===== src/design/kmp_pkg.sv =====
package kmp_pkg;

    // Sizes of the pattern stores and of the symbol and position fields
    localparam int MAX_PATTERN   = 64;
    localparam int ELEMENT_BITS  = 8;
    localparam int POSITION_BITS = 32;
    localparam int START_BITS    = 32;

    // Index into the stores and count of symbols (0 .. MAX_PATTERN)
    localparam int IDX_BITS = (MAX_PATTERN > 1) ? $clog2(MAX_PATTERN) : 1;
    localparam int LEN_BITS = $clog2(MAX_PATTERN + 1);

    // Request kinds on the func field
    localparam logic FUNC_PATTERN = 1'b0;
    localparam logic FUNC_TEXT    = 1'b1;

    typedef enum logic [1:0] {
        ST_IDLE,
        ST_WAIT,
        ST_FALL
    } kmp_state_t;

endpackage


===== src/design/kmp_ram.sv =====
module kmp_ram #(
    parameter int WIDTH = 8,
    parameter int DEPTH = 64
) (
    input  logic                                   clk,
    input  logic                                   wr_en,
    input  logic [(DEPTH > 1 ? $clog2(DEPTH) : 1)-1:0] wr_addr,
    input  logic [WIDTH-1:0]                       wr_data,
    input  logic [(DEPTH > 1 ? $clog2(DEPTH) : 1)-1:0] rd_addr,
    output logic [WIDTH-1:0]                       rd_data
);

    logic [WIDTH-1:0] mem [DEPTH];

    // Write one entry, register the read data
    always_ff @(posedge clk)
    begin
        if (wr_en)
        begin
            mem[wr_addr] <= wr_data;
        end
        rd_data <= mem[rd_addr];
    end

endmodule


===== src/design/kmp_stream_matcher.sv =====
// Streaming Knuth-Morris-Pratt matcher.
// Input channel (in_valid / in_stall): one request carries func, element and
// first. func = 0 appends a pattern symbol (first = 1 starts a new pattern and
// clears the text state); func = 1 feeds a text symbol (first = 1 restarts the
// text index at zero). Symbols past the pattern capacity are dropped.
// Output channel (out_valid / out_stall): one request per full match, giving
// the text index where the match begins; overlapping matches are reported.
// One request is worked on at a time. A pattern symbol that is the first one or
// is dropped, and a text symbol with an empty pattern, are finished in ST_IDLE;
// other symbols go on to ST_WAIT, which falls back through the prefix table one
// step per registered read, as each store has a single read port. After a full
// match, ST_FALL uses the table entry read for the fallback and then loads the
// match into the output register once that register is free.
// Reset clears all counters and the output valid flag; the stores are not
// cleared, and only values read from entries already written are used.
// A stalled output holds its result; the block then waits before loading the
// next match but keeps taking requests until a new match must be shown.
module kmp_stream_matcher
    import kmp_pkg::*;
(
    input  logic                    clk,
    input  logic                    rst_n,
    input  logic                    in_valid,
    output logic                    in_stall,
    input  logic                    func,
    input  logic [ELEMENT_BITS-1:0] element,
    input  logic                    first,
    output logic                    out_valid,
    input  logic                    out_stall,
    output logic [START_BITS-1:0]   match_start
);

    kmp_state_t state_reg, state_next;
    logic [IDX_BITS-1:0]      cur_reg, cur_next;
    logic [LEN_BITS-1:0]      len_reg, len_next;
    logic [LEN_BITS-1:0]      build_reg, build_next;
    logic [LEN_BITS-1:0]      matched_reg, matched_next;
    logic [POSITION_BITS-1:0] tpos_reg, tpos_next;
    logic                     func_reg, func_next;
    logic [ELEMENT_BITS-1:0]  sym_reg, sym_next;
    logic                     out_valid_reg, out_valid_next;
    logic [START_BITS-1:0]    match_start_reg, match_start_next;

    // Store ports
    logic                    wr_en;
    logic [IDX_BITS-1:0]     wr_addr;
    logic [ELEMENT_BITS-1:0] pat_wr_data;
    logic [LEN_BITS-1:0]     pf_wr_data;
    logic [IDX_BITS-1:0]     pat_rd_addr;
    logic [IDX_BITS-1:0]     pf_rd_addr;
    logic [ELEMENT_BITS-1:0] pat_q;
    logic [LEN_BITS-1:0]     pf_q;

    logic                     hit;
    logic [LEN_BITS-1:0]      step_len;
    logic [POSITION_BITS-1:0] start_full;

    kmp_ram #(
        .WIDTH (ELEMENT_BITS),
        .DEPTH (MAX_PATTERN)
    ) u_pattern_ram (
        .clk     (clk),
        .wr_en   (wr_en),
        .wr_addr (wr_addr),
        .wr_data (pat_wr_data),
        .rd_addr (pat_rd_addr),
        .rd_data (pat_q)
    );

    kmp_ram #(
        .WIDTH (LEN_BITS),
        .DEPTH (MAX_PATTERN)
    ) u_prefix_ram (
        .clk     (clk),
        .wr_en   (wr_en),
        .wr_addr (wr_addr),
        .wr_data (pf_wr_data),
        .rd_addr (pf_rd_addr),
        .rd_data (pf_q)
    );

    assign in_stall    = (state_reg != ST_IDLE);
    assign out_valid   = out_valid_reg;
    assign match_start = match_start_reg;

    assign hit        = (sym_reg == pat_q);
    assign step_len   = LEN_BITS'(cur_reg) + LEN_BITS'(hit);
    assign start_full = tpos_reg + POSITION_BITS'(1) - POSITION_BITS'(len_reg);

    // State and counter registers
    always_ff @(posedge clk or negedge rst_n)
    begin
        if (!rst_n)
        begin
            state_reg     <= ST_IDLE;
            cur_reg       <= '0;
            len_reg       <= '0;
            build_reg     <= '0;
            matched_reg   <= '0;
            tpos_reg      <= '0;
            out_valid_reg <= 1'b0;
        end
        else
        begin
            state_reg     <= state_next;
            cur_reg       <= cur_next;
            len_reg       <= len_next;
            build_reg     <= build_next;
            matched_reg   <= matched_next;
            tpos_reg      <= tpos_next;
            out_valid_reg <= out_valid_next;
        end
    end

    // Payload registers
    always_ff @(posedge clk)
    begin
        func_reg        <= func_next;
        sym_reg         <= sym_next;
        match_start_reg <= match_start_next;
    end

    // Next state, store accesses and output
    always_comb
    begin
        state_next       = state_reg;
        cur_next         = cur_reg;
        len_next         = len_reg;
        build_next       = build_reg;
        matched_next     = matched_reg;
        tpos_next        = tpos_reg;
        func_next        = func_reg;
        sym_next         = sym_reg;
        match_start_next = match_start_reg;
        out_valid_next   = out_valid_reg && out_stall;
        wr_en            = 1'b0;
        wr_addr          = IDX_BITS'(len_reg);
        pat_wr_data      = sym_reg;
        pf_wr_data       = step_len;

        unique case (state_reg)
            ST_IDLE:
            begin
                if (in_valid)
                begin
                    func_next = func;
                    sym_next  = element;
                    if (func == FUNC_PATTERN)
                    begin
                        // Start a new pattern at element 0
                        if (first || len_reg == '0)
                        begin
                            wr_en        = 1'b1;
                            wr_addr      = '0;
                            pat_wr_data  = element;
                            pf_wr_data   = '0;
                            len_next     = LEN_BITS'(1);
                            build_next   = '0;
                            if (first)
                            begin
                                matched_next = '0;
                                tpos_next    = '0;
                            end
                        end
                        // Extend the table unless the pattern is full
                        else if (len_reg < LEN_BITS'(MAX_PATTERN))
                        begin
                            cur_next   = IDX_BITS'(build_reg);
                            state_next = ST_WAIT;
                        end
                    end
                    else
                    begin
                        if (first)
                        begin
                            matched_next = '0;
                            tpos_next    = '0;
                        end
                        if (len_reg == '0)
                        begin
                            // Empty pattern: advance the index only
                            tpos_next = (first ? '0 : tpos_reg) + POSITION_BITS'(1);
                        end
                        else
                        begin
                            cur_next   = first ? '0 : IDX_BITS'(matched_reg);
                            state_next = ST_WAIT;
                        end
                    end
                end
            end

            ST_WAIT:
            begin
                if (!hit && cur_reg != '0)
                begin
                    // Fall back one step through the prefix table
                    cur_next = IDX_BITS'(pf_q);
                end
                else if (func_reg == FUNC_PATTERN)
                begin
                    // Store the symbol and its prefix length
                    wr_en      = 1'b1;
                    build_next = step_len;
                    len_next   = len_reg + LEN_BITS'(1);
                    state_next = ST_IDLE;
                end
                else if (step_len >= len_reg)
                begin
                    // Full match: read the fallback entry for the last element
                    matched_next = step_len;
                    state_next   = ST_FALL;
                end
                else
                begin
                    matched_next = step_len;
                    tpos_next    = tpos_reg + POSITION_BITS'(1);
                    state_next   = ST_IDLE;
                end
            end

            ST_FALL:
            begin
                // Load the match once the output register is free
                if (!out_valid_reg || !out_stall)
                begin
                    out_valid_next   = 1'b1;
                    match_start_next = START_BITS'(start_full);
                    matched_next     = pf_q;
                    tpos_next        = tpos_reg + POSITION_BITS'(1);
                    state_next       = ST_IDLE;
                end
            end

            default:
            begin
                state_next = ST_IDLE;
            end
        endcase

        // Read addresses for the data seen next cycle
        pat_rd_addr = cur_next;
        if (state_next == ST_FALL)
        begin
            pf_rd_addr = IDX_BITS'(len_reg - LEN_BITS'(1));
        end
        else
        begin
            pf_rd_addr = cur_next - IDX_BITS'(1);
        end
    end

endmodule


===== config.mk =====
export PLATFORM = sky130hd
export DESIGN_NAME = kmp_stream_matcher
export DESIGN_NICKNAME = d
export VERILOG_FILES = /design/src/design/kmp_pkg.sv /design/src/design/kmp_ram.sv /design/src/design/kmp_stream_matcher.sv
export SDC_FILE = /design/constraint.sdc
export NUM_CORES = 1
export LEC_CHECK = 0
export BUFFER_PORTS_ARGS = -buffer_cell sky130_fd_sc_hd__buf_2
export CAP_MARGIN = 20
export CORE_ASPECT_RATIO = 1.25
export CORE_MARGIN = 4
export CORE_UTILIZATION = 54
export CTS_CLUSTER_SIZE = 16
export DETAILED_ROUTE_END_ITERATION = 7
export PLACE_DENSITY = 0.7
export SLEW_MARGIN = 5
export SYNTH_ARGS = -nofsm -noshare
export SYNTH_HDL_FRONTEND = slang
export SYNTH_SLANG_ARGS = --single-unit

===== constraint.sdc =====
create_clock -name clk -period 15.67 [get_ports clk]
set_input_delay 0.7835 -clock clk [delete_from_list [all_inputs] [get_ports clk]]
set_output_delay 0.7835 -clock clk [all_outputs]
set_load 0.1 [all_outputs]

# Yosys cells after proc, flatten, opt, wreduce, memory -nomap -nowiden
# Memories as Yosys holds them, arrays and structs flattened. A register that Yosys moved wholly into a read port is not among the register bits.
# Index checks and enable logic that the tools add are counted.
# totals
mem_count	2
inputBits	14
ram_bits	960
ff_bits	102
# op_classes
muxes	71
addsub	7
n_reduce_logical	18
n_lt_le_gt_ge	2
eq_ne	13
# memory_table
name	depth	word_bits	read_ports	rd_ports_with_merged_regs	wr	line_no	text
u_pattern_ram.mem	64	8	1	1	1	kmp_ram.sv:13	logic [WIDTH-1:0] mem [DEPTH];
u_prefix_ram.mem	64	7	1	1	1	kmp_ram.sv:13	
# op_table
op	n
two-way mux 32 bit	9
two-way mux 7 bit	16
two-way mux 6 bit	17
one-hot mux 32 bit (3 select lines)	1
adder 32 x 1 -> 32 bit, second input constant	2
two-way mux 8 bit	4
subtractor 32 x 7 -> 32 bit	1
one-hot mux 6 bit (2 select lines)	2
one-hot mux 7 bit (3 select lines)	1
two-way mux 2 bit	9
inequality test 2 bit, second input constant	8
one-hot mux 7 bit (2 select lines)	1
AND reduction 6 bit	2
subtractor 6 x 1 -> 6 bit, second input constant	2
two-way mux 1 bit	9
== test 8 bit	1
adder 6 x 1 -> 7 bit	1
adder 7 x 1 -> 7 bit, second input constant	1
greater-or-equal comparator 7 bit	1
zero test 7 bit	1
less-than comparator 7 bit, second input constant	1
AND reduction 7 bit	1
one-hot mux 2 bit (3 select lines)	1
nonzero test 6 bit	1
other kinds (11)	18

# Longest topological paths before layout
# Gate-level depths: netlist of run 1.
# logic_depth
depth_word	9
depth_mapped	30

# Cells and area by module
# A second synthesis of run 1 with hierarchy kept.
# hier_totals
hier_cells	2652
hier_area_um2	45280.9
# by_module_without_submodules
mod	area_per_inst_um2	cells_per_inst	instances
kmp_ram at u_pattern_ram	20166.8	940	1
kmp_ram at u_prefix_ram	17635.7	827	1
kmp_stream_matcher	7478.4	885	1

# Worst setup path after synthesis of run 1
# Ideal clock, no wire load.
# synth_path
kind	register -> register
startpoint	register sym_reg[4]
endpoint	register u_prefix_ram.rd_data[4], read port of u_prefix_ram.mem
setup_time_ns	0.132
path_slack_ns	9.911
t_arrival_ns	5.627
synth_period_minus_slack_ns	5.759
required_time_ns	15.538
n_path_buf	5
stages_incl_launch_ff	28
path_cell_list	edfxtp_1 -> xnor2_1 -> and4_1 -> nand2_1 -> inv_1 -> ha_1 -> ha_1 -> nand3_1 -> xnor2_1 -> ha_1 -> and4_1 -> o21ai_0 -> o221ai_1 -> a41oi_1 -> a21o_2 -> buf_2 -> buf_1 -> clkbuf_1 -> o21ai_0 -> ha_1 -> clkinv_1 -> clkbuf_1 -> clkbuf_1 -> mux4_2 -> a22oi_1 -> nand2_1 -> a22oi_1 -> o311ai_1
# synth_via
elab_chain_len	9
word_cells_on_any_way	14
# synth_rtl
element	line_no	text
start, declared	kmp_stream_matcher.sv:40	logic [ELEMENT_BITS-1:0] sym_reg, sym_next;
start signal, assigned	kmp_stream_matcher.sv:119	sym_reg <= sym_next;
== test 8 bit *	kmp_stream_matcher.sv:86	assign hit = (sym_reg == pat_q);
adder 6 x 1 -> 7 bit	kmp_stream_matcher.sv:87	assign step_len = LEN_BITS'(cur_reg) + LEN_BITS'(hit);
greater-or-equal comparator 7 bit	kmp_stream_matcher.sv:208	else if (step_len >= len_reg)
two-way mux 2 bit	kmp_stream_matcher.sv:208	
two-way mux 2 bit	kmp_stream_matcher.sv:200	else if (func_reg == FUNC_PATTERN)
two-way mux 2 bit	kmp_stream_matcher.sv:195	if (!hit && cur_reg != '0)
one-hot mux 2 bit (3 select lines)	kmp_stream_matcher.sv:141	unique case (state_reg)
== test 2 bit	kmp_stream_matcher.sv:243	if (state_next == ST_FALL)
two-way mux 6 bit *	kmp_stream_matcher.sv:243	
end, declared	kmp_ram.sv:10	output logic [WIDTH-1:0] rd_data
# Mark *: on every way between the ends. The rest lies on a longest branch, timed or not.
# A chain may end at the register's enable or synchronous reset.

# Worst setup path after layout of run 1
# layout_path
startpoint	register sym_reg[0]
endpoint	register u_prefix_ram.rd_data[0], read port of u_prefix_ram.mem
# Same word-level chain as after synthesis.

==> results of run 1 <==
-- worst min-delay path by stage --
stage	cells past startpoint	from	end
after detailed placement	2	build_reg[0]	build_reg[0]
after global routing	1	element[2]	sym_reg[2]
final	2	rst_n	tpos_reg[25]
after CTS	1	element[3]	sym_reg[3]
after global placement	2	build_reg[0]	build_reg[0]
after floorplan	2	build_reg[2]	build_reg[2]
-- metal layers --
layer	vias to the layer above	part of all wire (%)	global-route usage [%]
met5	-	0.0087	0
met3	268	8.1	4.02
li1	12500	-	-
met4	2	4.8	11.7
met1	14300	37	33.4
met2	1482	50	44.9
-- critical path: cells and delay by family (launching register included) --
kind	cells	cell delay, ns
compound gates	7	1.66
xor+xnor	2	0.45
fa+ha+maj	4	1.13
buf+inv	5	1.93
flops	1	0.41
mux	2	0.91
simple gates	5	0.81
-- stage by stage --
| stage | std cells | hold WS [ns] | total power [mW] |
|---|---|---|---|
| 2_1_floorplan | 3292 | 0.442 | 7.41 |
| 3_3_place_gp | 4258 | 0.468 | 9.02 |
| 3_5_place_dp | 4260 | 0.477 | 9.16 |
| 4_1_cts | 4433 | 0.279 | 11.4 |
| 5_1_grt | 4440 | 0.283 | 12.0 |
| 6_report | 4440 | 0.304 | 11.5 |
-- kinds of logic (layout without fill, tap and decap cells) --
logic type | after synthesis | in the layout | share of synthesized area, %
compound gates | 576 | 576 | 8.78
xor+xnor | 73 | 73 | 1.46
fa+ha+maj | 26 | 26 | 0.761
buf+inv | 260 | 346 | 2.46
flops | 1011 | 1011 | 68.4
mux | 131 | 131 | 5.95
simple gates | 1215 | 1215 | 12.2
-- power by group through the flow --
stage / Clock [mW] / Sequential (mW) / Combinational [mW]
final: 2.21 / 3.42 / 5.83
after global routing: 2.34 / 3.43 / 6.25
after CTS: 2.23 / 3.42 / 5.71
after detailed placement: 0 / 3.48 / 5.68
after global placement: 0 / 3.48 / 5.54
after floorplan: 0 / 3.50 / 3.91
-- placed cells by master, fill, tap and decap left out, types with 29 or more instances in the layout --
| cell type | n |
|---|---|
| nor3_1 | 34 |
| a211oi_1 | 41 |
| a311oi_1 | 66 |
| buf_2 | 48 |
| o22ai_1 | 31 |
| buf_4 | 78 |
| clkbuf_16 | 96 |
| nand2_1 | 699 |
| and3_1 | 143 |
| xnor2_1 | 55 |
| dfrtp_1 | 59 |
| edfxtp_1 | 937 |
| a21oi_1 | 161 |
| nand3_1 | 56 |
| mux4_2 | 101 |
| nor2_2 | 36 |
| a22oi_1 | 29 |
| nor2_1 | 140 |
| a31oi_1 | 72 |
| o21ai_0 | 66 |
| inv_1 | 30 |
-- final cells by class --
class | count | share of cell area (%)
multi-input cells | 2021 | 26.8
flip-flops and latches | 1011 | 62.0
clock buffers | 117 | 5.20
repair buffers | 134 | 2.05
inverters | 39 | 0.340
well taps | 1062 | 2.75
clock inverters | 56 | 0.889
==> results.json, run 1 <==
{
  "yosysTopAreaCellShare_pct": 64.3,
  "routedWlPerCell_um": 25.9,
  "grt_pass1_vias": 28200,
  "cts.sinks": 1011,
  "synth_edf_count": 937,
  "drive_gt1_share_pct": 13.6,
  "path_class": "reg -> reg",
  "skew_ns": 0.0274,
  "cellPowerDensity_nw_per_um2": 237,
  "grt_usage_pct": 26.2,
  "multi_input_area_um2": 12900,
  "combPwrFrac_pct": 50.9,
  "post_cts_resized": 0,
  "ys_async_sr_fraction_pct": 5.93,
  "final-seq-area_um2": 29900,
  "tritoncts": "done",
  "cpMostUsedCell": "ha_1",
  "switching_power_mw": 4.94,
  "post-place-ws_ns": 8.20,
  "regMostFlops": "u_pattern_ram.mem",
  "final_cell_area_um2": 48300,
  "rsz0062_at_grt": "no",
  "critical_path.max_stage_delay_ns": 0.75,
  "layout.nets": 3340,
  "fillCellCount": 5947,
  "core-area_um2": 80300,
  "outcome": "finished with violations",
  "cp_max_fo": 60,
  "timing.max_slew.rel_slack_pct": 21.5,
  "synth-seq-area-share_pct": 68.4,
  "vdd_ir_drop_max_v": 0.000234,
  "placed_area_um2": 45200,
  "rrSetupSlack_ns": 8.12,
  "synthTopCellsByArea": "edfxtp_1 64%, nand2_1 6.1%, mux4_2 5.2%, dfrtp_1 3.4%, and3_1 2.0%",
  "fin_ws_ns": 8.12,
  "clock.fmax_ghz": 0.133,
  "endpoint": "u_prefix_ram.rd_data[0]",
  "cts_buffers": 93,
  "start_util_pct": 54.5,
  "drc": 1,
  "postCtsHoldBufs": 0,
  "crit_arrival_ns": 8.07,
  "hpwl_mm": 68.8,
  "period_minus_slack_ns": 7.55,
  "drt_wl_total_mm": 115,
  "via_per_inst": 6.42,
  "drt_iter0_markers": 3960,
  "clockPowerShare_pct": 19.3,
  "tightest_slew_ns": 1.17,
  "r2r_start": "sym_reg[0]",
  "r2r_cells": 25,
  "postCtsSetupBuffers": 0,
  "start_kind": "flop",
  "syn-num-nets": 3332,
  "die_h_um": 326,
  "cp-startpoint": "sym_reg[0]",
  "utilization_pct": 60.1,
  "synth_top_area_cell": "edfxtp_1",
  "yosys_most_used_dff": "edfxtp_1",
  "port_buffers": 47,
  "p_leak_nw": 16.4,
  "syn_inst": 3292,
  "ctsLongestPathBuffers": 3,
  "syn_avg_cell_area_um2": 13.3,
  "setup_viol": 0,
  "drt_pass1_iterations": 8,
  "violations": "DRC",
  "synth_seq_cells": 1011,
  "globalplace.congestion": 0.910,
  "fin_crit_sh_pct": 48.1,
  "biggestRegsByFlops": "u_pattern_ram.mem x512, u_prefix_ram.mem x384",
  "slew_violations": 0,
  "switching_share_pct": 43.1,
  "yosysMostFrequentCell": "edfxtp_1",
  "grt_max_degree": 184,
  "path_clk_slew_ns": 0.07,
  "seq_power_share_pct": 29.9,
  "slowest_stage": "buf_4",
  "ys_types": 82,
  "rr_endpoint": "u_prefix_ram.rd_data[0]",
  "synthTopCellsByCount": "937 x edfxtp_1, 707 x nand2_1, 177 x nor2_1, 161 x a21oi_1, 152 x clkbuf_1",
  "critPathRequiredTime_ns": 16.19,
  "end_kind": "flop",
  "rows": 116,
  "antenna_found_initial": 1,
  "ant_nets": 0,
  "hold_viol": 0,
  "largest_reg_flops": 512,
  "yosys_warnings": 0,
  "grt_overflow": 0,
  "p_int_mw": 6.52,
  "grt_pass1_wl_mm": 172,
  "diodes": 0,
  "io-pin-count": 48,
  "h-tree-depth": 3,
  "die_w_um": 263,
  "tns_ns": 0,
  "maxCapViolCount": 0,
  "die_area_um2": 85700,
  "num_vias": 28500,
  "holdCritPathClass": "in -> async",
  "area_growth_pct": 10.4,
  "root_buffer": "clkbuf_16",
  "syn_area_um2": 43700,
  "clk-insertion-delay-late_ns": 0.67
}
(Power assumes the default switching activity.)
==> run 2: changes to the inputs <==
- PLACE_DENSITY: 0.7 -> 0.73
- clock period: 15.67 -> 6.09 ns (I/O delays scaled with it)
==> results.json, run 2 (same netlist as run 1, synthesis figures left out) <==
{
  "root_buffer": "clkbuf_16",
  "cts.sinks": 1011,
  "crit_arrival_ns": 6.26,
  "hold_slack_ns": 0.0748,
  "r2r_cells": 24,
  "hpwl_mm": 70.3,
  "biggestRegsByFlops": "u_pattern_ram.mem x512, u_prefix_ram.mem x384",
  "critPathRequiredTime_ns": 6.61,
  "via_per_inst": 6.43,
  "die_area_um2": 85700,
  "largest_reg_flops": 512,
  "cts_buffers": 93,
  "routedWlPerCell_um": 25.6,
  "regMostFlops": "u_pattern_ram.mem",
  "final_cell_area_um2": 49000,
  "holdPathStages": 1,
  "end_kind": "flop",
  "min_to": "func_reg",
  "area_growth_pct": 12.1,
  "path_class": "reg -> reg",
  "layout.nets": 3395,
  "io-pin-count": 48,
  "drt_pass1_iterations": 8,
  "grt_pass1_wl_mm": 173,
  "hold_viol": 0,
  "fin_ws_ns": 0.357,
  "setup_viol": 0,
  "min_from": "func",
  "ant_nets": 0,
  "layout_commonest_cell": "edfxtp_1",
  "h-tree-depth": 3,
  "port_buffers": 47,
  "drt_wl_total_mm": 115,
  "path_clk_slew_ns": 0.07,
  "rows": 116,
  "antenna_found_initial": 1,
  "globalplace.congestion": 0.916,
  "finalNonFillerCells": 4496,
  "outcome": "complete, no violations",
  "num_vias": 28900,
  "dpl.cell_count": 4303,
  "post-place-ws_ns": 0.391,
  "timing.max_slew.rel_slack_pct": 26.2,
  "slew_violations": 0,
  "clock.fmax_ghz": 0.174,
  "tritoncts": "done",
  "start_kind": "flop",
  "start_util_pct": 54.5,
  "die_h_um": 326,
  "r2r_start": "sym_reg[2]",
  "drc": 0,
  "die_w_um": 263,
  "grt_overflow": 0,
  "rrSetupSlack_ns": 0.36,
  "drive_gt1_share_pct": 14.8,
  "drt_iter0_markers": 3674,
  "skew_ns": 0.0290,
  "grt_usage_pct": 26.2,
  "holdCritPathClass": "in -> reg",
  "core-area_um2": 80300,
  "tightest_slew_ns": 1.11,
  "period_minus_slack_ns": 5.73,
  "grt_max_degree": 162,
  "fin_crit_sh_pct": 94.1,
  "rr_endpoint": "u_prefix_ram.rd_data[4]",
  "ctsLongestPathBuffers": 3,
  "cp_max_fo": 41,
  "clk-insertion-delay-late_ns": 0.66,
  "placed_area_um2": 45600,
  "grt_pass1_vias": 28000,
  "maxCapViolCount": 0,
  "layout_common_cells": "937 x edfxtp_1, 699 x nand2_1, 159 x a21oi_1, 150 x nor2_1, 143 x and3_1"
}
[run 2: changes by cell type in the layout (fill, tap and decap cells not counted), sizes merged]
cell	delta
buf	+44
dlygate4sd3	+10
clkbuf	-8
bufinv	+5
clkinv	+2
clkinvlp	+1
diode	+1
inv	+1
[run 2: what timing repair did]
item	in CTS	in global routing
endpoints found under the setup margin	0	6
buffers inserted	0	0
hold buffers	10	0
endpoints found under the hold margin	69	0
resized for setup	0	9
[run 2: worst max-delay path: stages, from the launching register on]
cell and delay, ns:
edfxtp_1 0.42, xnor2_1 0.20, and4_1 0.30, nand2_1 0.11, inv_1 0.09, ha_1 0.21, ha_1 0.21, nand3_1 0.11
xnor2_1 0.17, ha_1 0.32, and4_1 0.19, o21ai_0 0.08, o221ai_1 0.33, a41oi_2 0.23, a21o_4 0.32, mux2i_4 0.23
inv_4 0.08, ha_1 0.34, inv_2 0.12, buf_12 0.26, mux4_2 0.36, a22oi_1 0.25, nand2_1 0.12, a22oi_1 0.34
o311ai_1 0.15
[run 2: layout make-up]
| type | count | area (um^2) |
|---|---|---|
| diodes | 1 | 2.50 |
| clock buffers | 108 | 2450 |
| clock inverters | 65 | 628 |
| fillers | 5842 | 31200 |
| inverters | 39 | 160 |
| multi-input cells | 2021 | 12900 |
| flip-flops and latches | 1011 | 29900 |
| well taps | 1062 | 1330 |
| repair buffers | 189 | 1610 |
[run 2: routing by layer]
layer  part of all wire [%]  up-vias  track usage (%)
met5                      0        -                0
met4                    3.6        0             9.95
met3                    8.8      237             4.29
met2                     49     1621             43.4
met1                     38    14400             35.5
li1                       -    12600                -
[run 2: how the worst max path moves through the flow]
stage | startpoint | to
3_5_place_dp | sym_reg[2] | u_prefix_ram.rd_data[2]
3_3_place_gp | sym_reg[0] | u_prefix_ram.rd_data[2]
2_1_floorplan | sym_reg[4] | u_prefix_ram.rd_data[4]
4_1_cts | sym_reg[2] | u_prefix_ram.rd_data[2]
6_report | sym_reg[2] | u_prefix_ram.rd_data[4]
5_1_grt | sym_reg[5] | u_prefix_ram.rd_data[2]
[run 2: stage by stage]
| stage | TNS, ns | utilization, % |
|---|---|---|
| finish | 0 | 61.1 |
| global route | -0.0155 | 61.1 |
| CTS | 0 | 60.8 |
| detailed placement | 0 | 56.8 |
| global placement | 0 | 56.8 |
| floorplan | 0 | - |
Power of run 2 is left out: the tool's default activity adds up to more than one toggle a clock period on the data nets, which glitch-free logic cannot reach.
